==> src/rtl/dhf_pkg.sv <==
package dhf_pkg;

    localparam int PIX_W  = 8;
    localparam int ROW_W  = 16;
    localparam int NORM_IN_W  = 34;
    localparam int NORM_OUT_W = 17;
    localparam int CFG_IDX_W  = 4;
    localparam int CFG_DATA_W = 16;

    localparam logic [CFG_IDX_W-1:0] REG_IMAGE_WIDTH   = 4'd0;
    localparam logic [CFG_IDX_W-1:0] REG_IMAGE_HEIGHT  = 4'd1;
    localparam logic [CFG_IDX_W-1:0] REG_DARK_THRESH   = 4'd2;
    localparam logic [CFG_IDX_W-1:0] REG_SMOOTH_THRESH = 4'd3;

    localparam logic [11:0] WIDTH_RESET  = 12'd640;
    localparam logic [15:0] HEIGHT_RESET = 16'd480;
    localparam logic [7:0]  DARK_RESET   = 8'd10;
    localparam logic [8:0]  SMOOTH_RESET = 9'd150;

    typedef struct packed {
        logic       mode;
        logic [7:0] red_in;
        logic [7:0] green_in;
        logic [7:0] blue_in;
    } pixel_in_t;

    typedef struct packed {
        logic [7:0] red_out;
        logic [7:0] green_out;
        logic [7:0] blue_out;
        logic       replaced;
        logic       frame_last;
    } pixel_out_t;

    typedef enum logic [8:0] {
        ST_IDLE   = 9'b000000001,
        ST_CHECK  = 9'b000000010,
        ST_READ   = 9'b000000100,
        ST_FLUSH  = 9'b000001000,
        ST_DIV    = 9'b000010000,
        ST_SQ     = 9'b000100000,
        ST_SQRT_A = 9'b001000000,
        ST_SQRT_P = 9'b010000000,
        ST_DONE   = 9'b100000000
    } state_t;

endpackage

==> src/rtl/dhf_isqrt.sv <==
module dhf_isqrt (
    input  logic                           aclk,
    input  logic                           aresetn,
    input  logic                           start,
    input  logic [dhf_pkg::NORM_IN_W-1:0]  value,
    output logic                           done,
    output logic [dhf_pkg::NORM_OUT_W-1:0] root
);
    localparam int IW = dhf_pkg::NORM_IN_W;
    localparam int OW = dhf_pkg::NORM_OUT_W;
    localparam int RW = OW + 2;
    localparam int CW = $clog2(OW + 1);

    logic [IW-1:0] v_reg, v_next;
    logic [OW-1:0] q_reg, q_next;
    logic [RW-1:0] rem_reg, rem_next;
    logic [CW-1:0] cnt_reg, cnt_next;
    logic          busy_reg, busy_next;
    logic          done_reg, done_next;
    logic [RW+1:0] rem_t;
    logic [RW+1:0] trial;

    always_comb begin
        v_next    = v_reg;
        q_next    = q_reg;
        rem_next  = rem_reg;
        cnt_next  = cnt_reg;
        busy_next = busy_reg;
        done_next = 1'b0;
        rem_t     = {rem_reg, v_reg[IW-1:IW-2]};
        trial     = (RW+2)'({q_reg, 2'b01});
        if (start && !busy_reg) begin
            v_next    = value;
            q_next    = '0;
            rem_next  = '0;
            cnt_next  = CW'(OW);
            busy_next = 1'b1;
        end else if (busy_reg) begin
            if (rem_t >= trial) begin
                rem_next = RW'(rem_t - trial);
                q_next   = {q_reg[OW-2:0], 1'b1};
            end else begin
                rem_next = RW'(rem_t);
                q_next   = {q_reg[OW-2:0], 1'b0};
            end
            v_next   = {v_reg[IW-3:0], 2'b00};
            cnt_next = cnt_reg - 1'b1;
            if (cnt_reg == CW'(1)) begin
                busy_next = 1'b0;
                done_next = 1'b1;
            end
        end
    end

    always_ff @(posedge aclk) begin
        if (!aresetn) begin
            busy_reg <= 1'b0;
            done_reg <= 1'b0;
            cnt_reg  <= '0;
        end else begin
            busy_reg <= busy_next;
            done_reg <= done_next;
            cnt_reg  <= cnt_next;
        end
        v_reg   <= v_next;
        q_reg   <= q_next;
        rem_reg <= rem_next;
    end

    assign done = done_reg;
    assign root = q_reg;
endmodule

==> config.mk <==
export PLATFORM = sky130hd
export DESIGN_NAME = dhf_isqrt
export DESIGN_NICKNAME = d
export VERILOG_FILES = /design/src/rtl/dhf_pkg.sv /design/src/rtl/dhf_isqrt.sv
export SDC_FILE = /design/constraint.sdc
export NUM_CORES = 1
export LEC_CHECK = 0
export ABC_AREA = 1
export BUFFER_PORTS_ARGS = -buffer_cell sky130_fd_sc_hd__buf_2
export CORE_ASPECT_RATIO = 0.75
export CORE_UTILIZATION = 55
export DETAILED_ROUTE_END_ITERATION = 16
export PLACE_DENSITY = 0.78
export SLEW_MARGIN = 20
export SYNTH_ARGS = -nofsm -noshare
export SYNTH_HDL_FRONTEND = slang
export SYNTH_SLANG_ARGS = --single-unit
==> constraint.sdc <==
create_clock -name aclk -period 3 [get_ports aclk]
set_input_delay 0.6 -clock aclk [delete_from_list [all_inputs] [get_ports aclk]]
set_output_delay 0.6 -clock aclk [all_outputs]
set_load 0.005 [all_outputs]
Yosys cells after proc, flatten, opt, wreduce, memory -nomap -nowiden:

Cells that the tools add are included.

* output and inout bits: 18
* word-level logic and storage cells: 28
* register bits after elaboration: 77
* input bits: 37

* $add $sub $neg: 2
* magnitude comparators: 1
* multiplexer cells: 10
* reductions and logical operators: 5
* bitwise logic cells: 2
* equal/unequal tests: 1

Operators with widths (number)
* 2-to-1 mux 34 bit: 2
* >= comparator 21 x 19 -> 1 bit: 1
* 2-to-1 mux 19 bit: 1
* subtractor 19 bit: 1
* 2-to-1 mux 5 bit: 2
* == test 5 x 1 -> 1 bit, second input constant: 1
* 2-to-1 mux 1 bit: 5
* subtractor 5 x 1 -> 5 bit, second input constant: 1
* OR reduction 3 bit: 1
* inverter 1 bit: 2
* nonzero test 2 bit: 1
* OR reduction 2 bit: 1
* logical AND 1 bit: 1
* zero test 1 bit: 1

Longest topological paths before layout:

* depth in word-level cells: 4
* mapped depth: 15
* depth with buffers taken out: 14

Worst setup path after synthesis:

OpenSTA, ideal clock, no wires.

* path kind: in2reg
* from: input start
* to: register v_reg[0] (enable)
* data required time: 2588 ps
* stages on the path: 3
* slack: 655 ps
* buffers on the path: 1
* library setup time: 412 ps
* arrival: 1933 ps
* cell sequence: nor2_1 > clkinv_1 > clkbuf_1

* cells in the longest elaborated chain, start to end: 2

Ends and longest elaborated chain
* start: declaration: RTL line dhf_isqrt.sv:4 `input logic start,`
* logical AND 1 bit: RTL line dhf_isqrt.sv:32 `if (start && !busy_reg) begin`
* nonzero test 2 bit (no source line)
* end signal: assignment: RTL line dhf_isqrt.sv:65 `v_reg <= v_next;`
* end: declaration: RTL line dhf_isqrt.sv:14 `logic [IW-1:0] v_reg, v_next;`

No other way between the ends.
A chain may end at the register's enable or synchronous reset.

Worst setup path after layout:

* from: register q_reg[11], in the netlist root[11]
* to: register rem_reg[17]

* cells in the longest elaborated chain, start to end: 2
* elaborated cells on any way between the ends: 3
* classes of those cells: 1 x add/sub; 1 x order compare; 1 x mux

Ends and longest elaborated chain
* start: declaration: RTL line dhf_isqrt.sv:15 `logic [OW-1:0] q_reg, q_next;`
* start signal: assignment: RTL line dhf_isqrt.sv:66 `q_reg <= q_next;`
* subtractor 19 bit or >= comparator 21 x 19 -> 1 bit (tied branches): RTL line dhf_isqrt.sv:40, dhf_isqrt.sv:39
* 2-to-1 mux 19 bit (*): RTL line dhf_isqrt.sv:39 `if (rem_t >= trial) begin`
* end signal: assignment: RTL line dhf_isqrt.sv:67 `rem_reg <= rem_next;`
* end: declaration: RTL line dhf_isqrt.sv:16 `logic [RW-1:0] rem_reg, rem_next;`

Every way passes the cells marked *; elsewhere a longest branch is shown, timed or not.

==> out/qor.csv <==
metric,value,unit
status,"complete, no violations",
max-slew-margin-rel,39.8,%
cts_max_path_buffers,2,
cpLargestDelayFamily,simple AND/OR/NAND/NOR gates,
worstSetupStartpointType,flop,
hpwl,7240,um
synth_top_cell_area_share,23.1,%
critPathMaxFanout,20,
dp_slack,0.819,ns
grt_max_degree,61,
htree_levels,3,
io_pins,55,
antennaDiodeCount,0,
r2r_setup_slack,0.77,ns
syn_area,4420,um2
worstSetupPathType,flop to flop,
grt_overflow_total,0,
path_cells,inv_1 -> ha_1 -> nand2_1 -> inv_2 -> nand3_2 -> nor4_4 -> nand2_4 -> nand2_4 -> nand3_1 -> nand2_1 -> nand2_1,
synth_flop_cell,dfxtp_1,
antenna_found_initial,0,
syn_avg_cell_area,7.33,um2
fp.dieH,79.6,um
finalCritPeriodShare,74.4,%
drive_gt1_share,14.7,%
postCtsResizedCells,0,
num_vias,4002,
yosysSeqAreaShare,42.6,%
wl_per_cell,13.5,um
hold_viol_final,0,
critical-path-slowest-cell,ha_1,
numPortBuffers,54,
fin_crit,2.23,ns
ir_worst_vdd,0.525,mV
setup_ws,0.769,ns
cellLeakagePower,2.52,nW
dieArea,8400,um2
r2r_start,root[11]$_SDFFE_PP0P_,
finalWirelength,10300,um
slowest_delay,0.40,ns
row_count,27,
place_congestion,0.956,
path_clk_slew,0.09,ns
finClkSkew,0.0121,ns
synthTopCellsByArea,"edfxtp_1, nand2_1, dfxtp_1",
crit_cells,11,
grtUsageTotal,27.1,%
fmax,0.448,GHz
clock-sinks,77,
startpoint,root[11]$_SDFFE_PP0P_,
grt_pass1_wl,17600,um
holdPathStages,2,
dp_cells,744,
crit_path_frequent_cell,nand2_1,
synth.most_common_cell,nand2_1,
worst_setup_path_end_kind,flop,
final-setup-viol-count,0,
grt_pass1_vias,3753,
firstDrtPassIters,5,
setup-tns-final,0,ns
synth_warnings,0,
drcViolationCount,0,
drtAntennaViolNets,0,
worstPathRequired,3.27,ns
synth_cells,603,
holdWs,0.475,ns
hold_class,flop to flop,
drt_iter0_drc,291,
insertion_delay,0.37,ns
cts_tree,done,
r2r_end,rem_reg[17]$_SDFFE_PP0P_,
async_flop_share,0,%
fin_cells,760,
cellPowerDensity,1110,nW/um2
postCtsSetupRepairBufs,0,
max_slew.worst_pin.slew,0.903,ns
largest_register_ffs,34,
die_width,106,um
start_util,58.4,%
via_per_inst,5.27,
synth_largest_area_cell,edfxtp_1,
maxCapViolations,0,
rsz0062_at_grt,false,
crit_arrival,2.50,ns
syn_to_final_growth,12.5,%
synth-seq-cells,77,
r2r_cells,11,
synthTopCellsByCount,"nand2_1, inv_1, nand3_1",
cts_inserted_buffers,9,
core,7570,um2
yosysUniqueCellTypes,38,
nets,712,
synth_edf_count,34,
clk_root_buffer_cell,clkbuf_8,
cp.buffers_inverters,2,
slew_viol_final,0,
synth_nets,661,
hold_buffers,0,
crit_end,rem_reg[17]$_SDFFE_PP0P_,
==> cells in the final DEF, fill, tap and decap left out, drive strengths merged, types with 8 or more instances in the layout <==
master and count:
a21oi 15, buf 59, clkbuf 10, dfxtp 43, edfxtp 34, ha 21
inv 84, nand2 253, nand3 48, nand3b 10, nor2 24, o21ai 14
o22ai 16, xnor2 8
==> worst min path at each step <==
stage / from / endpoint / slack (ns)
after global routing: value[5] / v_reg[5]$_DFFE_PP_ / 0.48
after global placement: rem_reg[17]$_SDFFE_PP0P_ / rem_reg[17]$_SDFFE_PP0P_ / 0.44
final: rem_reg[15]$_SDFFE_PP0P_ / rem_reg[15]$_SDFFE_PP0P_ / 0.48
after detailed placement: rem_reg[15]$_SDFFE_PP0P_ / rem_reg[15]$_SDFFE_PP0P_ / 0.46
after CTS: rem_reg[15]$_SDFFE_PP0P_ / rem_reg[15]$_SDFFE_PP0P_ / 0.48
after floorplan: rem_reg[18]$_SDFFE_PP0P_ / rem_reg[18]$_SDFFE_PP0P_ / 0.43
==> per-layer routing <==
layer	vias up	routed length (um)	global-route usage (%)
li1	2020	-	-
met1	1819	5000	37.1
met2	148	4430	42.0
met3	15	662	5.96
met4	0	167	10.4
met5	-	0	0
==> layout make-up <==
type,count,area [um2]
clock buffers,10,128
clock inverters,6,85.1
fillers,700,2600
inverters,82,308
multi-input cells,425,2130
flip-flops and latches,77,1880
well taps,101,126
repair buffers,59,308
==> cell families (layout without fill, tap and decap cells) <==
family / Yosys count / count (layout) / synth area share, %
flip-flops: 77 / 77 / 42.6
XOR/XNOR: 10 / 10 / 1.98
buffers and inverters: 101 / 157 / 9.12
adder cells (fa/ha/maj): 21 / 21 / 5.95
AND/OR/NAND/NOR: 347 / 347 / 34.4
AO/OA/AOI/OAI: 47 / 47 / 5.95
==> report_power, final <==
group / switching (mW) / total [mW] / internal, mW
Combinational: 2.07 / 3.20 / 1.12
Clock: 0.409 / 0.878 / 0.470
Sequential: 0.108 / 1.42 / 1.31
Total: 2.59 / 5.49 / 2.90
==> stage by stage <==
stage	utilization, %	area (um2)	power, mW
4_1_cts	65.7	4970	5.45
6_report	65.7	4970	5.49
3_3_place_gp	62.9	4760	4.48
2_1_floorplan	-	4420	4.01
3_5_place_dp	62.9	4760	4.56
5_1_grt	65.7	4970	6.00
==> tightest hold or removal path: cells and delay by family, from the launching register on <==
kind	cells	cell delay [ns]
and+or+nand+nor	2	0.10
DFF	1	0.33
No activity file was read; power rests on OpenSTA's default activity.
