===== src/rtl/dhf_divider.sv =====
module dhf_divider #(
    parameter int NUM_W = 21,
    parameter int DEN_W = 5
) (
    input  logic             aclk,
    input  logic             aresetn,
    input  logic             start,
    input  logic [NUM_W-1:0] dividend,
    input  logic [DEN_W-1:0] divisor,
    output logic             done,
    output logic [NUM_W-1:0] quotient
);
    localparam int CNT_W = $clog2(NUM_W + 1);

    logic [NUM_W-1:0] q_reg, q_next;
    logic [DEN_W-1:0] r_reg, r_next;
    logic [DEN_W-1:0] d_reg, d_next;
    logic [CNT_W-1:0] cnt_reg, cnt_next;
    logic             busy_reg, busy_next;
    logic             done_reg, done_next;
    logic [DEN_W:0]   trial;

    always_comb begin
        q_next    = q_reg;
        r_next    = r_reg;
        d_next    = d_reg;
        cnt_next  = cnt_reg;
        busy_next = busy_reg;
        done_next = 1'b0;
        trial     = {r_reg, q_reg[NUM_W-1]};
        if (start && !busy_reg) begin
            q_next    = dividend;
            r_next    = '0;
            d_next    = divisor;
            cnt_next  = CNT_W'(NUM_W);
            busy_next = 1'b1;
        end else if (busy_reg) begin
            if (trial >= {1'b0, d_reg}) begin
                r_next = DEN_W'(trial - {1'b0, d_reg});
                q_next = {q_reg[NUM_W-2:0], 1'b1};
            end else begin
                r_next = trial[DEN_W-1:0];
                q_next = {q_reg[NUM_W-2:0], 1'b0};
            end
            cnt_next = cnt_reg - 1'b1;
            if (cnt_reg == CNT_W'(1)) begin
                busy_next = 1'b0;
                done_next = 1'b1;
            end
        end
    end

    always_ff @(posedge aclk) begin
        if (!aresetn) begin
            busy_reg <= 1'b0;
            done_reg <= 1'b0;
            cnt_reg  <= '0;
        end else begin
            busy_reg <= busy_next;
            done_reg <= done_next;
            cnt_reg  <= cnt_next;
        end
        q_reg <= q_next;
        r_reg <= r_next;
        d_reg <= d_next;
    end

    assign done     = done_reg;
    assign quotient = q_reg;
endmodule


===== config.mk =====
export PLATFORM = sky130hd
export DESIGN_NAME = dhf_divider
export DESIGN_NICKNAME = d
export VERILOG_FILES = /design/src/rtl/dhf_divider.sv
export SDC_FILE = /design/constraint.sdc
export NUM_CORES = 1
export LEC_CHECK = 0
export BUFFER_PORTS_ARGS = -buffer_cell sky130_fd_sc_hd__buf_2
export CAP_MARGIN = 20
export CORE_MARGIN = 1
export CORE_UTILIZATION = 51
export DETAILED_ROUTE_END_ITERATION = 10
export GPL_TIMING_DRIVEN = 0
export PLACE_DENSITY_LB_ADDON = 0.08
export SLEW_MARGIN = 15
export SYNTH_ARGS = -nofsm -noshare
export SYNTH_HDL_FRONTEND = slang
export SYNTH_SLANG_ARGS = --single-unit

===== constraint.sdc =====
create_clock -name aclk -period 2.3 [get_ports aclk]
set_input_delay 0.115 -clock aclk [delete_from_list [all_inputs] [get_ports aclk]]
set_output_delay 0.115 -clock aclk [all_outputs]
set_load 0.01 [all_outputs]

Word-level counts from Yosys, hierarchy flattened
Cells that the tools add are included.
W data, S select, Z words.
{ "word_totals": {"output_inout_bits": 22, "register_bits": 38, "elab_cells": 28, "in_bits": 29} }
{ "classes": {"n_eq_ne": 1, "add_sub_neg": 2, "muxes": 10, "n_lt_le_gt_ge": 1, "reduce_logical": 5, "bitwise": 2} }
{ "ops": {"columns": ["operator", "n"], "rows": [
  ["$mux W21", 2],
  ["$mux W5", 3],
  ["$ge A6 B5 Y1", 1],
  ["$eq A5 B1 Y1 const B", 1],
  ["$mux W1", 5],
  ["$sub A5 B1 Y5 const B", 1],
  ["$sub A5 B5 Y5", 1],
  ["$reduce_or A3 Y1", 1],
  ["$not A1 Y1", 2],
  ["$reduce_bool A2 Y1", 1],
  ["$reduce_or A2 Y1", 1],
  ["$logic_and A1 B1 Y1", 1],
  ["$logic_not A1 Y1", 1]
]} }

Depth between registers and ports, before layout
Gate-level depths: netlist of run 1.
{ "logic_depth": {"ltp_word": 4, "mapped_depth": 8, "mapped_depth_nobuf": 8} }

Least setup slack after synthesis of run 1
OpenSTA, ideal clock, no wires.
{ "synth_path": {"path_kind": "register to register", "startpoint": "register q_reg[20] (netlist: quotient[20])", "endpoint": "register q_reg[0] (netlist: quotient[0]) (data pin)", "arrival_time_ps": 1753, "required_ps": 2030, "setup_time_ps": 270, "period_less_slack_ps": 2024, "stages_incl_launch_ff": 9, "path_buffers": 0, "setup_slack_ps": 276, "cell_sequence": "edfxtp_1 > inv_1 > ha_1 > inv_1 > fa_1 > a21o_1 > o211ai_4 > and2_4 > a21oi_1"} }
{ "synth_between": {"elab_chain_cells": 4} }
{ "synth_lines": {"columns": ["element", "line_no", "text"], "rows": [
  ["start, declared", "15", "logic [NUM_W-1:0] q_reg, q_next;"],
  ["start signal, assigned", "63", "q_reg <= q_next;"],
  ["$ge A6 B5 Y1", "38", "if (trial >= {1'b0, d_reg}) begin"],
  ["$mux W1", "38", null],
  ["$mux W21", "37", "end else if (busy_reg) begin"],
  ["$mux W21", "31", "if (start && !busy_reg) begin"],
  ["net q_next[0]", "15", null]
]} }
The timed path passes the listed nets, and every way through them passes these cells. The select of a mux whose other input is x is not followed.
A chain may end at the register's enable or synchronous reset.

Worst setup path in the final report of run 1
Ends and elaborated chain as after synthesis.

==> metrics.md, run 1 <==
| Metric | Value |
|---|---|
| Status | complete, no violations |
| Skew-Pair Late Insertion Delay | 0.34 ns |
| CP most frequent cell | inv_1 |
| Tmin final | 2.20 ns |
| Core area | 3360 µm² |
| DRC | 0 |
| Leading area contributor after synthesis | edfxtp_1 |
| Max-cap viol count | 0 |
| Layout cell share with drive strength beyond 1 | 26.3% |
| Count leader, synth | nand2_1 |
| Final hold violation count | 0 |
| Antenna diode count | 0 |
| CTS Sinks | 38 |
| Flops & latches, synth | 38 |
| Crit path buf inv count | 2 |
| Crit path DAT | 2.27 ns |
| Largest net degree at the start of global routing | 23 |
| Initial Utilization | 53.5% |
| Total grt overflow | 0 |
| Max FO, Critical Path | 5 |
| Root Buffer | clkbuf_4 |
| Multi-input combinational cell area | 704 µm² |
| I/O pin count | 51 |
| Layout Utilization | 66.1% |
| Design area | 2220 µm² |
| Clock buffer count from CTS | 5 |
| Fillcell total | 304 |
| Clock tree buffer depth | 2 |
| Layout Skew | 0.0145 ns |
| Final Max Tran Viols | 0 |
| Area after DPL | 2110 µm² |
| Max Freq | 0.454 GHz |
| Initial antenna violation count | 0 |
| Wire length of the first global-routing pass | 5670 µm |
| Power per cell area | 852 nW/µm² |
| Width of the die | 61.4 µm |
| Asr flop ratio synth | 0% |
| Critical path launch point type | register |
| Pint | 1.27 mW |
| Die area | 3770 µm² |
| Vias | 1,465 |
| Core Rows | 21 |
| Layout Nets | 279 |
| Share of the synthesized area in the top cell type | 43.4% |
| Required time of the critical path | 2.37 ns |
| Synthesized area per cell | 10.1 µm² |
| Max transition margin | 43.2% |
| Router iterations before antenna repair | 4 |
| Setup violators final | 0 |
| Peak VDD IR | 0.460 mV |
| Cell count after synthesis | 178 |
| Worst min-delay path class | input port to register |
| Syn_nets | 215 |
| Mapped cell area | 1800 µm² |
| Switching pwr | 628 µW |
| Worst slew pin tran | 0.851 ns |
| Worst path cell trace | inv_1 -> ha_1 -> inv_1 -> fa_1 -> a21o_1 -> o211ai_4 -> and2_4 -> a21oi_1 |
| # resized after CTS | 0 |
| IO Port Bufs | 50 |
| H-tree Lvls | 2 |
| Crit. End Element | register |
| Clock Power Share | 17.4% |
| Largest delay contributor family on the critical path | adder cells |
| DR WL/cell | 12.4 µm |
| Via-to-Cell Ratio | 5.07 |
| RePlAce Congestion | 0.795 |
| Tcrit/Tclk final | 95.7% |
| CP max stage delay | 0.44 ns |
| Seq/Total Area, Yosys | 56.8% |
| Syn. warnings | 0 |
| DRT iter0 DRCs | 76 |
| Leak | 1.07 nW |
| Cell variety after synth | 37 |
| Tot GR Track Use | 21.0% |
| Layout area overhead | 23.7% |
| Max reg flops | 21 |
| Number of global-route vias before repair | 1,333 |
| Main synth FF type | edfxtp_1 |
| Area contributors post-synth | edfxtp_1 43%, nand2_1 14%, dfxtp_1 13% |
| Antenna viol nets, final | 0 |
| Kind of critical path | register to register |
| Sw frac | 33.1% |
| CP max stage cell | edfxtp_1 |
| Clock tree from TritonCTS | done |
| Storage cell area | 1020 µm² |
| Most frequent cells after synthesis | 65 x nand2_1, 26 x edfxtp_1, 13 x inv_1, 12 x dfxtp_1, 7 x ha_1 |
| DP HPWL | 2580 µm |
| Reg power frac | 49.5% |
| Detailed Route WL | 3590 µm |
| EDFF count, synth | 26 |
| Share of total power in combinational logic | 33.1% |
| Die Y | 61.4 µm |
| Clock transition at the registers of the reported paths | 0.12 ns |
[cell usage in the layout (no fill, tap or decap), types with 2 or more instances in the layout]
| master | count |
|---|---|
| nand3_1 | 3 |
| xnor2_1 | 2 |
| a311o_1 | 2 |
| clkbuf_4 | 5 |
| ha_1 | 7 |
| dlygate4sd3_1 | 6 |
| clkbuf_1 | 6 |
| and3_1 | 4 |
| buf_2 | 51 |
| a21oi_1 | 6 |
| dfxtp_1 | 12 |
| nand2_1 | 65 |
| edfxtp_1 | 26 |
| nand4_1 | 2 |
| clkinv_2 | 2 |
| a31oi_1 | 2 |
| nor2_1 | 5 |
| nand3b_1 | 2 |
| inv_1 | 13 |
[power groups by stage]
stage          Combinational, mW  Sequential [mW]  Clock [mW]
6_report                   0.628            0.939       0.329
5_1_grt                    0.693            0.956       0.370
4_1_cts                    0.620            0.940       0.344
3_5_place_dp               0.609            0.955           0
3_3_place_gp               0.583            0.950           0
2_1_floorplan              0.414            0.969           0
[stage by stage]
step	hold slack (ns)	TNS, ns	std cells	power, mW	setup WS [ns]
after floorplan	0.214	0	178	1.38	0.276
after global placement	0.293	0	274	1.53	0.182
after detailed placement	0.293	0	274	1.56	0.150
after CTS	0.00349	0	287	1.90	0.0904
after global routing	0.000576	-0.00443	289	2.02	-0.00443
final	0.0264	0	289	1.90	0.0997
[what timing repair did]
| item | 4_1_cts | 5_1_grt |
|---|---|---|
| hold buffers | 5 | 1 |
| setup endpoints to repair | 0 | 1 |
| hold endpoints to repair | 5 | 1 |
| buffers inserted | 0 | 1 |
[worst min-delay path: cells and delay by family]
family                 cells  cell delay [ns]
and+or+nand+nor            2             0.08
buffers and inverters      1             0.07
[cell type report]
cell class                 count  area share [%]
sequential                    38            45.9
multi-input combinational    121            31.7
timing repair buffer          57            14.3
tap                           46            2.59
inverter                      13            2.19
clock buffer                   6            1.86
buffer                         6            1.07
clock inverter                 2           0.450
[cell families (layout without fill, tap and decap cells)]
| logic type | Yosys count | count (layout) | synth area share [%] |
|---|---|---|---|
| AND/OR/NAND/NOR | 88 | 88 | 21.5 |
| flip-flops | 38 | 38 | 56.8 |
| AO/OA/AOI/OAI | 21 | 21 | 9.67 |
| buffers and inverters | 19 | 84 | 4.04 |
| adder cells (fa/ha/maj) | 8 | 8 | 5.98 |
| XOR/XNOR | 3 | 3 | 1.46 |
| multiplexers | 1 | 1 | 0.557 |
[path summary, 6_finish.rpt]
check / start / to / slack [ns] / cells past startpoint
worst max-delay path: quotient[20]$_DFFE_PP_ / quotient[0]$_DFFE_PP_ / 0.1 / 8
worst max register to register: quotient[20]$_DFFE_PP_ / quotient[0]$_DFFE_PP_ / 0.1 / 8
worst min register to register: cnt_reg[4]$_SDFFE_PN0P_ / busy_reg$_SDFF_PN0_ / 0.51 / 2
worst min-delay path: dividend[18] / quotient[18]$_DFFE_PP_ / 0.03 / 3
[metal layers]
| layer | vias to the layer above | part of all wire [%] | track usage (%) |
|---|---|---|---|
| met3 | 6 | 6.0 | 6.93 |
| met4 | 0 | 1.4 | 7.94 |
| met2 | 44 | 50 | 34.9 |
| met5 | - | 0 | 0 |
| met1 | 674 | 43 | 25.3 |
| li1 | 741 | - | - |
No activity file was read; power rests on OpenSTA's default activity.
==> run 2, diff against run 1 <==
Settings changed: CORE_UTILIZATION 51 to 55.
Clock period 2.3 ns to 2.6 ns, I/O delays scaled along.
==> run 2 against run 1 <==
Maximum frequency is 1.3% lower. Critical path type unchanged. First-iteration DRC count is 11% lower. Die area is 7.0% lower. Clock-buffer cell count is 2 higher. Sequential share of layout area is 0.26 points higher. Utilization is 5.7 points higher. Via count is 1.4% lower. Combinational power is 11% lower. Clock skew is 0.0040 ns lower. Largest power group unchanged.
==> metrics.md, run 2 (synthesized netlist as in run 1, its figures left out) <==
| Metric | Value |
|---|---|
| Largest delay contributor family on the critical path | adder cells (unchanged) |
| Worst setup margin | 0.371 ns (was 0.0997 ns) |
| Hold_sp | dividend[12] (was dividend[18]) |
| Detailed Route WL | 3740 µm (was 3590 µm) |
| Worst path cell trace | inv_1 -> ha_1 -> inv_1 -> fa_1 -> a21o_1 -> o211ai_4 -> and2_4 -> a21oi_1 (unchanged) |
| Die area | 3500 µm² (was 3770 µm²) |
| Worst min-delay path class | input port to register (unchanged) |
| Tcrit/Tclk final | 85.7% (was 95.7%) |
| Storage cell area | 1020 µm² (unchanged) |
| Layout Nets | 277 (was 279) |
| Layout Skew | 0.0106 ns (was 0.0145 ns) |
| IO Port Bufs | 50 (unchanged) |
| Power, Total | 1.71 mW (was 1.90 mW) |
| Max FO, Critical Path | 7 (was 5) |
| Setup repair after global routing missed its margin | no |
| Skew-Pair Late Insertion Delay | 0.34 ns (about the same) |
| Critical path launch point type | register (unchanged) |
| Setup TNS | 0 ns (unchanged) |
| Peak VDD IR | 0.508 mV (was 0.460 mV) |
| Clock tree from TritonCTS | done (unchanged) |
| # resized after CTS | 0 (unchanged) |
| Post-CTS Setup Inserts | 0 (unchanged) |
| Number of global-route vias before repair | 1,443 (was 1,333) |
| Max reg flops | 21 (unchanged) |
| Die Y | 59.2 µm (was 61.4 µm) |
| CP max stage cell | edfxtp_1 (unchanged) |
| Met1 Usage GRT | 30.6% (was 25.3%) |
| Final Max Tran Viols | 0 (unchanged) |
| Via-to-Cell Ratio | 5.07 (about the same) |
| Fin cells | 285 (was 289) |
| Root Buffer | clkbuf_4 (unchanged) |
| Initial Utilization | 58.4% (was 53.5%) |
| Worst reg-to-reg setup slack | 0.37 ns (was 0.1 ns) |
| Initial antenna violation count | 0 (unchanged) |
| Worst slew pin tran | 0.831 ns (was 0.851 ns) |
| Crit. End Element | register (unchanged) |
| Hold Path Stages | 3 (unchanged) |
| Wire length of the first global-routing pass | 6150 µm (was 5670 µm) |
| DRC | 0 (unchanged) |
| CP most frequent cell | inv_1 (unchanged) |
| Reg-to-Reg Start | quotient[20]$_DFFE_PP_ (unchanged) |
| Multi-input combinational cell area | 704 µm² (unchanged) |
| R2r endpoint | quotient[0]$_DFFE_PP_ (unchanged) |
| Max transition margin | 44.5% (was 43.2%) |
| Fillcell total | 233 (was 304) |
| Most Used Layer, Global Route | met2 (unchanged) |
| DRT iter0 DRCs | 68 (was 76) |
| Core area | 3080 µm² (was 3360 µm²) |
| Antenna viol nets, final | 0 (unchanged) |
| Kind of critical path | register to register (unchanged) |
| Min-Delay Endpoint | quotient[12]$_DFFE_PP_ (was quotient[18]$_DFFE_PP_) |
| Tmin final | 2.23 ns (was 2.20 ns) |
| Placed Cells | 272 (was 274) |
| Core Rows | 20 (was 21) |
| DR WL/cell | 13.1 µm (was 12.4 µm) |
| Crit path buf inv count | 2 (unchanged) |
| CTS Sinks | 38 (unchanged) |
| Met2 usage | 39.4% (was 34.9%) |
| I/O pin count | 51 (unchanged) |
| Most common cell after layout, fill and taps aside | nand2_1 (unchanged) |
| Antenna diode count | 0 (unchanged) |
| Setup violators final | 0 (unchanged) |
| Width of the die | 59.2 µm (was 61.4 µm) |
| Global routing usage on met3 | 7.64% (was 6.93%) |
| Required time of the critical path | 2.69 ns (was 2.37 ns) |
| Max Freq | 0.449 GHz (was 0.454 GHz) |
| Leak | 1.06 nW (was 1.07 nW) |
| Final hold violation count | 0 (unchanged) |
| Largest net degree at the start of global routing | 23 (unchanged) |
| Max-cap viol count | 0 (unchanged) |
| Clock transition at the registers of the reported paths | 0.11 ns (was 0.12 ns) |
| Clock tree buffer depth | 2 (unchanged) |
| Crit path DAT | 2.32 ns (was 2.27 ns) |
| H-tree Lvls | 2 (unchanged) |
| DP HPWL | 2630 µm (was 2580 µm) |
| R2R cell count | 8 (unchanged) |
| Layout cell share with drive strength beyond 1 | 25.7% (was 26.3%) |
| Clock buffer count from CTS | 5 (unchanged) |
| Status | complete, no violations (unchanged) |
| Power per cell area | 773 nW/µm² (was 852 nW/µm²) |
| Total grt overflow | 0 (unchanged) |
| Tot GR Track Use | 24.4% (was 21.0%) |
| Layout area overhead | 23.0% (was 23.7%) |
| RePlAce Congestion | 0.799 (was 0.795) |
| Layout Utilization | 71.9% (was 66.1%) |
| CP max stage delay | 0.45 ns (was 0.44 ns) |
| Router iterations before antenna repair | 4 (unchanged) |
| Vias | 1,444 (was 1,465) |
| Pre-CTS WS | 0.424 ns (was 0.150 ns) |
| Most frequent cells in the layout | 65 x nand2_1, 51 x buf_2, 26 x edfxtp_1 (unchanged) |
run 2: cell types whose count changed in the layout (fill, tap and decap cells not counted), sizes merged:
cell and change:
clkbuf +2, dlygate4sd3 -1, buf -1, clkinv -2
run 2: layer usage:
layer  vias up  wire length, µm
li1        733                -
met1       667             1630
met2        39             1870
met3         5              179
met4         0               53
met5         -                0
run 2: layout make-up:
| type | instances | share of cell area (%) |
|---|---|---|
| Sequential cell | 38 | 46.2 |
| Inverter | 13 | 2.21 |
| Timing Repair Buffer | 55 | 13.6 |
| Clock buffer | 8 | 2.66 |
| Multi-Input combinational cell | 121 | 31.8 |
| Tap cell | 44 | 2.49 |
| Buffer | 6 | 1.07 |
run 2: worst reg2reg max path, delay by kind of cell (launching register included):
kind / cells / cell delay (ns)
AOI/OAI and AO/OA: 3 / 0.58
DFF: 1 / 0.45
adders and majority gates: 2 / 0.58
and+or+nand+nor: 1 / 0.23
buffers and inverters: 2 / 0.15
run 2: per-stage QoR:
| stage | instance area [µm²] | hold WS [ns] |
|---|---|---|
| finish | 2210 | 0.0416 |
| global route | 2210 | 0.0206 |
| CTS | 2210 | 0.0284 |
| detailed placement | 2100 | 0.308 |
| global placement | 2100 | 0.307 |
| floorplan | 1800 | 0.229 |
run 2: repair_timing:
| item | 4_1_cts | 5_1_grt |
|---|---|---|
| hold buffers | 5 | 0 |
| hold endpoints to repair | 5 | 0 |
| endpoints found under the setup margin | 0 | 0 |
run 2: worst max path at each step:
stage / startpoint / to / slack (ns) / cells past startpoint
after global placement: quotient[20]$_DFFE_PP_ / quotient[0]$_DFFE_PP_ / 0.49 / 8
after floorplan: quotient[20]$_DFFE_PP_ / quotient[0]$_DFFE_PP_ / 0.58 / 8
after detailed placement: quotient[20]$_DFFE_PP_ / quotient[0]$_DFFE_PP_ / 0.42 / 8
after CTS: quotient[20]$_DFFE_PP_ / quotient[0]$_DFFE_PP_ / 0.40 / 8
final: quotient[20]$_DFFE_PP_ / quotient[0]$_DFFE_PP_ / 0.37 / 8
after global routing: quotient[20]$_DFFE_PP_ / quotient[0]$_DFFE_PP_ / 0.23 / 8
run 2: power by group:
group / leakage [nW] / internal, mW / switching, mW
clock: 0.0326 / 0.134 / 0.189
sequential: 0.362 / 0.765 / 0.0664
combinational: 0.670 / 0.247 / 0.309
total: 1.06 / 1.15 / 0.565
